**src/rtl/core/cpbm_pkg.sv**
```systemverilog
// Package for the clock page buffer manager core: sizes, opcodes, status codes.
// No dependencies.
package cpbm_pkg;
    localparam int NUM_FRAMES = 16;
    localparam int FW = $clog2(NUM_FRAMES);
    localparam logic [7:0] PIN_MAX = 8'hFF;

    typedef enum logic [1:0] {
        OP_READ = 2'd0, OP_ALLOC = 2'd1, OP_UNPIN = 2'd2, OP_DISPOSE = 2'd3
    } t_op;

    typedef enum logic [1:0] {
        ST_OK = 2'd0, ST_EXCEEDED = 2'd1, ST_PINNED = 2'd2, ST_NOT_PINNED = 2'd3
    } t_status;

    typedef struct packed {
        logic        valid;
        logic [7:0]  file;
        logic [31:0] page;
        logic [7:0]  pin;
        logic        refb;
        logic        dirty;
    } t_entry;
endpackage

```
**src/rtl/core/cpbm_table.sv**
```systemverilog
// Frame table memory: one synchronous read port, one write port.
// Depends on cpbm_pkg. Valid bits live in flip-flops so reset clears them at once.
module cpbm_table (
    input  logic                 i_clk,
    input  logic                 i_rst_n,
    input  logic [cpbm_pkg::FW-1:0] i_raddr,
    output cpbm_pkg::t_entry     o_rdata,
    input  logic                 i_we,
    input  logic [cpbm_pkg::FW-1:0] i_waddr,
    input  cpbm_pkg::t_entry     i_wdata
);
    import cpbm_pkg::*;
    t_entry mem [NUM_FRAMES];
    logic [NUM_FRAMES-1:0] r_vld;
    t_entry r_rd;
    logic   r_rv;
    logic [FW-1:0] r_ra;

    always_ff @(posedge i_clk) begin
        if (i_we) mem[i_waddr] <= i_wdata;
        r_rd <= mem[i_raddr];
        r_ra <= i_raddr;
    end

    always_ff @(posedge i_clk) begin
        if (!i_rst_n) begin
            r_vld <= '0;
        end else if (i_we) begin
            r_vld[i_waddr] <= i_wdata.valid;
        end
    end

    assign r_rv = r_vld[r_ra];
    always_comb begin
        o_rdata = r_rd;
        if (!r_rv) begin
            o_rdata.valid = 1'b0;
            o_rdata.pin   = '0;
            o_rdata.refb  = 1'b0;
            o_rdata.dirty = 1'b0;
        end
    end
endmodule

```
**src/rtl/core/clock_page_buffer_manager_core.sv**
```systemverilog
// Clock page buffer manager core: frame table with clock replacement.
// The lookup streams every frame through the table read port (S_SCAN), then the decide
// state (S_DEC) follows; a sweep adds up to 2*NUM_FRAMES frames, each read, then written back.
// Result strobe o_done comes in S_DONE; busy drops the cycle after it, so the core handles
// one request at a time.
// Reset (synchronous, active low) clears all frames and sets the hand to NUM_FRAMES-1.
// The result is shown for one cycle on o_done; the receiver cannot stall.
module clock_page_buffer_manager_core (
    input  logic        i_clk,
    input  logic        i_rst_n,
    input  logic        start,
    output logic        busy,
    input  logic [1:0]  i_operation,
    input  logic [7:0]  i_file_id,
    input  logic [31:0] i_page_number,
    input  logic        i_mark_dirty,
    output logic        o_done,
    output logic [1:0]  o_status,
    output logic [3:0]  o_frame,
    output logic        o_resident,
    output logic        o_fetch_needed,
    output logic        o_evict_writeback,
    output logic [7:0]  o_evict_file,
    output logic [31:0] o_evict_page
);
    import cpbm_pkg::*;

    typedef enum logic [5:0] {
        S_IDLE  = 6'b000001, S_SCAN = 6'b000010, S_DEC  = 6'b000100,
        S_SWRD  = 6'b001000, S_SWCHK = 6'b010000, S_DONE = 6'b100000
    } t_state;

    localparam int CW = $clog2(2 * NUM_FRAMES + 1);

    t_state r_state, n_state;
    logic [FW-1:0] r_hand, n_hand, r_idx, n_idx;
    logic [FW:0]   r_cnt, n_cnt;       // lookup read counter
    logic [CW-1:0] r_sw, n_sw;         // sweep step counter
    logic r_hit, n_hit;
    logic [FW-1:0] r_hidx, n_hidx;
    t_entry r_hent, n_hent;
    logic [1:0] r_op;
    logic [7:0] r_f;
    logic [31:0] r_p;
    logic r_md;

    logic [FW-1:0] raddr;
    t_entry rdata, wdata;
    logic we;
    logic [FW-1:0] waddr;

    logic [1:0] n_st, r_st;
    logic [3:0] n_fr, r_fr;
    logic n_res, r_res, n_fet, r_fet, n_wb, r_wb;
    logic [7:0] n_ef, r_ef;
    logic [31:0] n_ep, r_ep;

    cpbm_table u_table (
        .i_clk(i_clk), .i_rst_n(i_rst_n), .i_raddr(raddr), .o_rdata(rdata),
        .i_we(we), .i_waddr(waddr), .i_wdata(wdata)
    );

    assign busy = (r_state != S_IDLE);

    function automatic logic [FW-1:0] nxt(input logic [FW-1:0] h);
        logic [FW-1:0] r;
        if (h == FW'(NUM_FRAMES - 1)) r = '0;
        else r = h + 1'b1;
        return r;
    endfunction

    always_comb begin
        t_entry fresh;
        n_state = r_state; n_hand = r_hand; n_idx = r_idx; n_cnt = r_cnt;
        n_sw = r_sw; n_hit = r_hit; n_hidx = r_hidx; n_hent = r_hent;
        n_st = r_st; n_fr = r_fr; n_res = r_res; n_fet = r_fet; n_wb = r_wb;
        n_ef = r_ef; n_ep = r_ep;
        raddr = r_idx; we = 1'b0; waddr = r_idx; wdata = rdata;
        fresh.valid = 1'b1; fresh.file = r_f; fresh.page = r_p;
        fresh.pin = 8'd1; fresh.refb = 1'b1; fresh.dirty = 1'b0;
        case (r_state)
            S_IDLE: begin
                if (start) begin
                    n_state = S_SCAN; n_idx = '0; n_cnt = '0; n_hit = 1'b0;
                    n_st = ST_OK; n_fr = '0; n_res = 1'b0; n_fet = 1'b0;
                    n_wb = 1'b0; n_ef = '0; n_ep = '0;
                end
            end
            S_SCAN: begin
                // issue read of r_idx; check data of the previous read
                raddr = r_idx;
                if (r_cnt != '0 && !r_hit && rdata.valid && rdata.file == r_f
                    && rdata.page == r_p) begin
                    n_hit = 1'b1; n_hidx = FW'(r_cnt - 1'b1); n_hent = rdata;
                end
                n_cnt = r_cnt + 1'b1;
                n_idx = r_idx + 1'b1;
                if (r_cnt == (FW+1)'(NUM_FRAMES)) n_state = S_DEC;
            end
            S_DEC: begin
                if (r_op == OP_READ && r_hit) begin
                    we = 1'b1; waddr = r_hidx; wdata = r_hent; wdata.refb = 1'b1;
                    if (r_hent.pin != PIN_MAX) wdata.pin = r_hent.pin + 1'b1;
                    n_fr = 4'(r_hidx); n_res = 1'b1; n_state = S_DONE;
                end else if (r_op == OP_READ || r_op == OP_ALLOC) begin
                    n_sw = '0; n_hand = nxt(r_hand); n_state = S_SWRD;
                end else begin
                    n_state = S_DONE;
                    if (r_hit) begin
                        n_fr = 4'(r_hidx); n_res = 1'b1; waddr = r_hidx;
                        wdata = r_hent;
                        if (r_op == OP_UNPIN) begin
                            if (r_hent.pin == '0) n_st = ST_NOT_PINNED;
                            else begin
                                we = 1'b1; wdata.pin = r_hent.pin - 1'b1;
                                if (r_md) wdata.dirty = 1'b1;
                            end
                        end else if (r_hent.pin != '0) begin
                            n_st = ST_PINNED;
                        end else begin
                            we = 1'b1; wdata.valid = 1'b0; wdata.refb = 1'b0;
                            wdata.dirty = 1'b0;
                        end
                    end
                end
            end
            S_SWRD: begin
                raddr = r_hand; n_state = S_SWCHK;
            end
            S_SWCHK: begin
                waddr = r_hand;
                if (!rdata.valid || (!rdata.refb && rdata.pin == '0)) begin
                    if (rdata.valid && rdata.dirty) begin
                        n_wb = 1'b1; n_ef = rdata.file; n_ep = rdata.page;
                    end
                    we = 1'b1; wdata = fresh; n_fr = 4'(r_hand);
                    n_fet = (r_op == OP_READ); n_state = S_DONE;
                end else begin
                    if (rdata.refb) begin
                        we = 1'b1; wdata = rdata; wdata.refb = 1'b0;
                    end
                    if (r_sw == CW'(2 * NUM_FRAMES - 1)) begin
                        n_st = ST_EXCEEDED; n_state = S_DONE;
                    end else begin
                        n_sw = r_sw + 1'b1; n_hand = nxt(r_hand); n_state = S_SWRD;
                    end
                end
            end
            S_DONE: n_state = S_IDLE;
            default: n_state = S_IDLE;
        endcase
    end

    always_ff @(posedge i_clk) begin
        if (!i_rst_n) begin
            r_state <= S_IDLE;
            r_hand  <= FW'(NUM_FRAMES - 1);
        end else begin
            r_state <= n_state;
            r_hand  <= n_hand;
        end
    end

    always_ff @(posedge i_clk) begin
        // hold the request beat while busy
        if (r_state == S_IDLE && start) begin
            r_op <= i_operation; r_f <= i_file_id; r_p <= i_page_number;
            r_md <= i_mark_dirty;
        end
        r_idx <= n_idx; r_cnt <= n_cnt; r_sw <= n_sw; r_hit <= n_hit;
        r_hidx <= n_hidx; r_hent <= n_hent;
        r_st <= n_st; r_fr <= n_fr; r_res <= n_res; r_fet <= n_fet;
        r_wb <= n_wb; r_ef <= n_ef; r_ep <= n_ep;
    end

    assign o_done = (r_state == S_DONE);
    assign o_status = r_st;
    assign o_frame = r_fr;
    assign o_resident = r_res;
    assign o_fetch_needed = r_fet;
    assign o_evict_writeback = r_wb;
    assign o_evict_file = r_ef;
    assign o_evict_page = r_ep;
endmodule

```
**config.mk**
```make
export PLATFORM = sky130hd
export DESIGN_NAME = clock_page_buffer_manager_core
export DESIGN_NICKNAME = d
export VERILOG_FILES = /design/src/rtl/core/cpbm_pkg.sv /design/src/rtl/core/cpbm_table.sv /design/src/rtl/core/clock_page_buffer_manager_core.sv
export SDC_FILE = /design/constraint.sdc
export NUM_CORES = 1
export LEC_CHECK = 0
export BUFFER_PORTS_ARGS = -buffer_cell sky130_fd_sc_hd__buf_4
export CAP_MARGIN = 20
export CORE_MARGIN = 1
export CORE_UTILIZATION = 51
export DETAILED_ROUTE_END_ITERATION = 12
export PLACE_DENSITY = 0.67
export RECOVER_POWER = 25
export SYNTH_ARGS = -nofsm -noshare
export SYNTH_HDL_FRONTEND = slang
export SYNTH_HIERARCHICAL = 1
export SYNTH_SLANG_ARGS = --single-unit
```
**constraint.sdc**
```tcl
create_clock -name i_clk -period 12.4 [get_ports i_clk]
set_clock_uncertainty 0.1 [all_clocks]
set_input_delay 1.86 -clock i_clk [delete_from_list [all_inputs] [get_ports i_clk]]
set_output_delay 1.86 -clock i_clk [all_outputs]
set_load 0.02 [all_outputs]
```
# Word level (Yosys, flattened, before mapping)
# Memories as Yosys holds them, arrays and structs flattened. A register that Yosys moved wholly into a read port is not among the register bits.
# Cells that the tools add are included.
# op_classes
muxes	95
add_sub_neg	7
n_eq_ne	31
reduce_logical	34
n_lt_le_gt_ge	3
# ops
op	count
51-bit two-way mux	4
51-bit one-hot mux with 2 select lines	1
32-bit two-way mux	3
32-bit one-hot mux with 2 select lines	1
6-bit two-way mux	10
4-bit two-way mux	14
8-bit two-way mux	6
32-bit == test	1
6-bit one-hot mux with 5 select lines	1
1-bit two-way mux	27
2-bit inequality test (second input constant)	12
4-bit one-hot mux with 2 select lines	3
2-bit two-way mux	10
16-bit bitwise mux	1
8-bit logical NOT	2
8-bit one-hot mux with 2 select lines	1
6-bit by 5-bit == test with 1-bit output (second input constant)	2
3-bit inequality test (second input constant)	4
4-bit one-hot mux with 3 select lines	1
6-bit one-hot mux with 2 select lines	1
4-bit by 5-bit < comparator with 1-bit output (second input constant)	2
10-bit two-way mux	1
1-bit one-hot mux with 2 select lines	5
5-bit one-hot mux with 2 select lines	1
36 further kinds	56
# word_totals
register_bits	193
ramBits	816
out_inout_bits	51
wordCells	197
input_bits	46
memories	1
# mem_list
memory	words	word_bits	rd	rd_ports_with_merged_regs	wr	line	source
u_table.mem	16	51	1	1	1	cpbm_table.sv:13	t_entry mem [NUM_FRAMES];

# Longest topological paths before layout
# depth
ltp_word	10
depth_mapped	18

# Cells and area by module
# Netlist, hierarchy kept.
# modules_own_cells
mod	area_each_um2	n_inst	cells_each
cpbm_table	32768.9	1	1454
clock_page_buffer_manager_core	8299.2	1	643

# Worst setup path after synthesis
# No wires, ideal clock.
# synth_path
path_type	register -> register
from	register u_table.r_ra[0]
to	register u_table.r_vld[2]
path_stages_with_launch	18
path_slack_ps	4793
t_required_ps	12180
arrival_ps	7387
synth_period_minus_slack_ps	7607
cell_sequence	dfxtp_1 buf_2 mux4_2 nor2_1 o22ai_1 clkbuf_1 and2_1 or4_1 o41ai_2 and2_1 buf_2 buf_2 a21oi_1 o311ai_0 nand3b_1 nor3_1 mux2i_1 nor2b_1
# synth_rtl
element	line	source
from (decl)	cpbm_table.sv:17	logic [FW-1:0] r_ra;
from (signal assigned)	cpbm_table.sv:22	r_ra <= i_raddr;
to (signal, indexed assignment)	cpbm_table.sv:29	r_vld[i_waddr] <= i_wdata.valid;
to (decl)	cpbm_table.sv:14	logic [NUM_FRAMES-1:0] r_vld;

# Worst setup path after layout
# layout_path
from	register r_state[5]
to	register, netlist name u_table/r_rd[0]
# layout_via
elab_chain_cells	2
# layout_lines
element	line	source
from (decl)	clock_page_buffer_manager_core.sv:35	t_state r_state, n_state;
from (signal assigned)	clock_page_buffer_manager_core.sv:159	r_state <= n_state;
6-bit by 4-bit == test with 1-bit output	clock_page_buffer_manager_core.sv:81	case (r_state)
4-bit two-way mux	clock_page_buffer_manager_core.sv:81	
net raddr[0]	clock_page_buffer_manager_core.sv:47	logic [FW-1:0] raddr;
# The timed path passes the listed nets, and every way through them passes these cells.
# A chain may end at the register's enable or synchronous reset.

==> results.rst <==
.. list-table::
   :header-rows: 1

   * - Metric
     - Value
   * - Hold bufs inserted after CTS
     - 0
   * - Post-layout power
     - 8.161 mW
   * - Setup Buffers After CTS
     - 0
   * - Count of flip-flops with a built-in enable after synthesis
     - 979
   * - Final HPWL from detailed placement
     - 50440 um
   * - Die Outline Area
     - 81660 um2
   * - Post-synthesis register bit count
     - 1060
   * - Boundary Pins
     - 97
   * - Worst max-slew margin expressed relative to the limit
     - -1.820
   * - Count leader, synth
     - sky130_fd_sc_hd__edfxtp_1
   * - Number of resized instances in the post-cts repair step
     - 0
   * - Final hold slack
     - 0.3829 ns
   * - Clock tree from TritonCTS
     - yes
   * - Predominant post-synthesis flop cell
     - sky130_fd_sc_hd__edfxtp_1
   * - Number of instances in the placed design
     - 3129
   * - Total clock sinks
     - 1060
   * - Worst-Skew Late Latency
     - 0.69 ns
   * - DRC violation count after routing
     - 0
   * - Average vias per placed instance
     - 6.200
   * - Maximum clock path buffer count
     - 3
   * - Total power density per cell area
     - 177.6 nW/um2
   * - Type of destination of the critical path
     - flip-flop
   * - Pin count of the biggest net entering global routing
     - 87
   * - Multi-input gate area
     - 9251 um2
   * - Synthesis Warnings
     - 6
   * - Post-Layout Inst Area
     - 45940 um2
   * - Min cycle time layout
     - 7.939 ns
   * - Iter 0 DRT Violations
     - 2285
   * - Fraction of final layout cells with drive strength greater than 1
     - 0.2037
   * - Number of clock buffers inserted by TritonCTS
     - 104
   * - Remaining global-route overflow
     - 0
   * - Maximum Capacitance Violations
     - 8
   * - Syn Area/Cell
     - 19.58 um2
   * - Cell chosen for the clock root
     - sky130_fd_sc_hd__clkbuf_16
   * - Ys async rst share
     - 0
   * - Share of the yosys chip area belonging to registers
     - 0.7553
   * - Number of global-route vias before repair
     - 21366
   * - Height of the chip
     - 285.8 um
   * - GRT busiest layer
     - met2
   * - Number of slew-limit violations in the final report
     - 367
   * - Maximum level of the CTS H-tree
     - 3
   * - Met1 GRT Util
     - 0.3377
   * - Static leakage power
     - 15.17 nW
   * - Number of antenna violations at the first check in global routing
     - 1
   * - DR WL/cell
     - 27.91 um
   * - Filler Cell Count
     - 5799
   * - Main area contributors after synthesis
     - sky130_fd_sc_hd__edfxtp_1 (72%), sky130_fd_sc_hd__mux4_2 (11%), sky130_fd_sc_hd__dfxtp_1 (3.9%)
   * - Initial standard-cell utilization of the core
     - 0.5173
   * - RSZ-0062 raised after global routing
     - no
   * - List of most frequent post-synthesis cells
     - sky130_fd_sc_hd__edfxtp_1 (979), sky130_fd_sc_hd__mux4_2 (206), sky130_fd_sc_hd__a22oi_1 (107)
   * - Synthesized netlist net count
     - 2153
   * - Synthesized area
     - 41070 um2
   * - Final cell count without fillers
     - 3334
   * - Clk slew on worst S/H paths
     - 0.06 ns
   * - Tightest Pin Transition
     - 4.231 ns
   * - Gate Count Post-Synth
     - 2097
   * - Area of the core
     - 79390 um2
   * - Total placed instance area
     - 42690 um2
   * - Outcome
     - complete, but fails checks
   * - # rows
     - 103
   * - Total number of vias
     - 20672
   * - Number of distinct library cells after synthesis
     - 71
   * - Kind of path behind the tightest hold check
     - flip-flop to flip-flop
   * - Top cell type by total area after synthesis
     - sky130_fd_sc_hd__edfxtp_1
   * - Achievable Freq
     - 0.1260 GHz
   * - Final ANT Viol Nets
     - 0
   * - Met3 routing resource usage after global routing
     - 0.03955
   * - Crit path kind
     - flip-flop to flip-flop
   * - Wire length of the first global-routing pass
     - 139700 um
   * - IO buf count
     - 96
   * - Number of nets at the end of the flow
     - 2247
   * - Number of setup violations in the final report
     - 0
   * - Number of optimization iterations in the first detailed-route pass
     - 6
   * - Storage element area
     - 31020 um2
   * - Max rail drop VDD
     - 0.0001156 V
   * - DIE WIDTH
     - 285.8 um
   * - Type of element launching the critical path
     - flip-flop
   * - Final-report hold violation count
     - 0
   * - Gpl congestion
     - 0.8245
   * - Crit path arrival time
     - 8.36 ns
   * - CP Data Required Time
     - 12.82 ns
   * - Area added between synthesis and finish
     - 11.87%
   * - Total wire length after detailed routing
     - 93050 um
   * - Aggregate global-route resource usage
     - 0.2323
   * - Total Neg Setup Slack
     - 0 ns
   * - Critical path peak fanout
     - 48
   * - Top cell type's share of synthesized area
     - 0.7158
   * - Violations in the final reports
     - max-capacitance violations, max-slew violations
   * - Met2 Resource Use GR
     - 0.3702
   * - Ratio of final minimum period to clock period
     - 0.6403
-- layout by cell type (no fill, tap or decap), types with 5 or more instances in the layout --
cell type / n
sky130_fd_sc_hd__clkbuf_16: 106
sky130_fd_sc_hd__a21boi_0: 12
sky130_fd_sc_hd__edfxtp_1: 979
sky130_fd_sc_hd__clkbuf_1: 95
sky130_fd_sc_hd__nor3_1: 8
sky130_fd_sc_hd__bufinv_16: 8
sky130_fd_sc_hd__a22oi_1: 107
sky130_fd_sc_hd__nor2_4: 13
sky130_fd_sc_hd__nor4_1: 12
sky130_fd_sc_hd__nand2_1: 96
sky130_fd_sc_hd__nand3b_1: 5
sky130_fd_sc_hd__xor2_1: 44
sky130_fd_sc_hd__ha_1: 10
sky130_fd_sc_hd__a21oi_1: 10
sky130_fd_sc_hd__and3_1: 45
sky130_fd_sc_hd__and2_0: 11
sky130_fd_sc_hd__clkinv_2: 14
sky130_fd_sc_hd__mux2i_1: 7
sky130_fd_sc_hd__dfxtp_1: 81
sky130_fd_sc_hd__inv_1: 19
sky130_fd_sc_hd__a211o_1: 5
sky130_fd_sc_hd__nand3_1: 12
sky130_fd_sc_hd__buf_4: 32
sky130_fd_sc_hd__mux4_2: 206
sky130_fd_sc_hd__clkbuf_8: 13
sky130_fd_sc_hd__o21ai_0: 27
sky130_fd_sc_hd__nor2b_1: 10
sky130_fd_sc_hd__clkinv_1: 15
sky130_fd_sc_hd__xnor2_1: 13
sky130_fd_sc_hd__clkbuf_4: 42
sky130_fd_sc_hd__nand2b_1: 6
sky130_fd_sc_hd__a21o_1: 42
sky130_fd_sc_hd__nand4_1: 9
sky130_fd_sc_hd__a22o_1: 45
sky130_fd_sc_hd__nor2_1: 29
-- layout make-up --
class,count,area share
Antenna cell,1,0.00005447
Clock buffer,151,0.06424
Clock inverter,47,0.01160
Inverter,20,0.001634
Multi-Input combinational cell,867,0.2014
Sequential cell,1060,0.6752
Tap cell,1050,0.02860
Timing Repair Buffer,138,0.01732
-- metal layers --
layer  vias to the layer above  routed length (um)
li1                       8722                   -
met1                     10925               39620
met2                       905               44650
met3                       120                7156
met4                         0                1624
met5                         -                   0
-- logic make-up (layout without fill, tap and decap cells) --
group,Yosys count,after routing,share of synthesized area
compound gates,290,290,0.05323
xor+xnor,57,57,0.01216
fa+ha+maj,10,10,0.003047
buf+inv,170,356,0.02312
flops,1060,1060,0.7553
mux,219,219,0.1163
other cells,0,1,0
simple gates,291,291,0.03680
-- sequential cells by signal (all words and copies together), names as in the netlist, 5 cells and up --
| register | flops |
|---|---|
| o_evict_file | 8 |
| o_evict_page | 32 |
| r_cnt | 5 |
| r_f | 8 |
| r_hent | 51 |
| r_p | 32 |
| r_state | 6 |
| r_sw | 6 |
| u_table/mem | 816 |
| u_table/o_rdata | 40 |
| u_table/r_rd | 11 |
| u_table/r_vld | 16 |
-- critical path: stages, from the launching register on --
cell                       delay [ns]
sky130_fd_sc_hd__dfxtp_1         0.36
sky130_fd_sc_hd__nor4_1          0.68
sky130_fd_sc_hd__nand3b_1        0.39
sky130_fd_sc_hd__mux2_1          2.65
sky130_fd_sc_hd__clkbuf_1        2.39
sky130_fd_sc_hd__mux4_2          0.73
sky130_fd_sc_hd__a22oi_1         0.31
sky130_fd_sc_hd__nand2_1         0.14
-- stage by stage --
stage                     setup slack, ns  utilization
after floorplan                     4.793            -
after global placement              6.715       0.5378
after detailed placement            6.528       0.5378
after CTS                           6.524       0.5817
after global routing                3.541       0.5787
final                               4.461       0.5787
-- report_power, final --
part | total (mW) | switching [mW] | internal [mW]
Sequential | 4.23 | 0.0843 | 4.15
Clock | 3.15 | 1.32 | 1.83
Combinational | 0.776 | 0.512 | 0.264
Total | 8.16 | 1.92 | 6.24
-- final timing paths --
check                                 start                        endpoint  slack, ns  cells past startpoint
max                 r_state[5]$_SDFFE_PN0P_         u_table/r_rd[0]$_DFF_P_       4.46                      7
min          u_table/r_vld[13]$_SDFFE_PN0P_  u_table/r_vld[13]$_SDFFE_PN0P_       0.38                      2
max reg2reg         r_state[5]$_SDFFE_PN0P_         u_table/r_rd[0]$_DFF_P_       4.46                      7
min reg2reg  u_table/r_vld[13]$_SDFFE_PN0P_  u_table/r_vld[13]$_SDFFE_PN0P_       0.38                      2
Power figures use the tool's default switching activity.
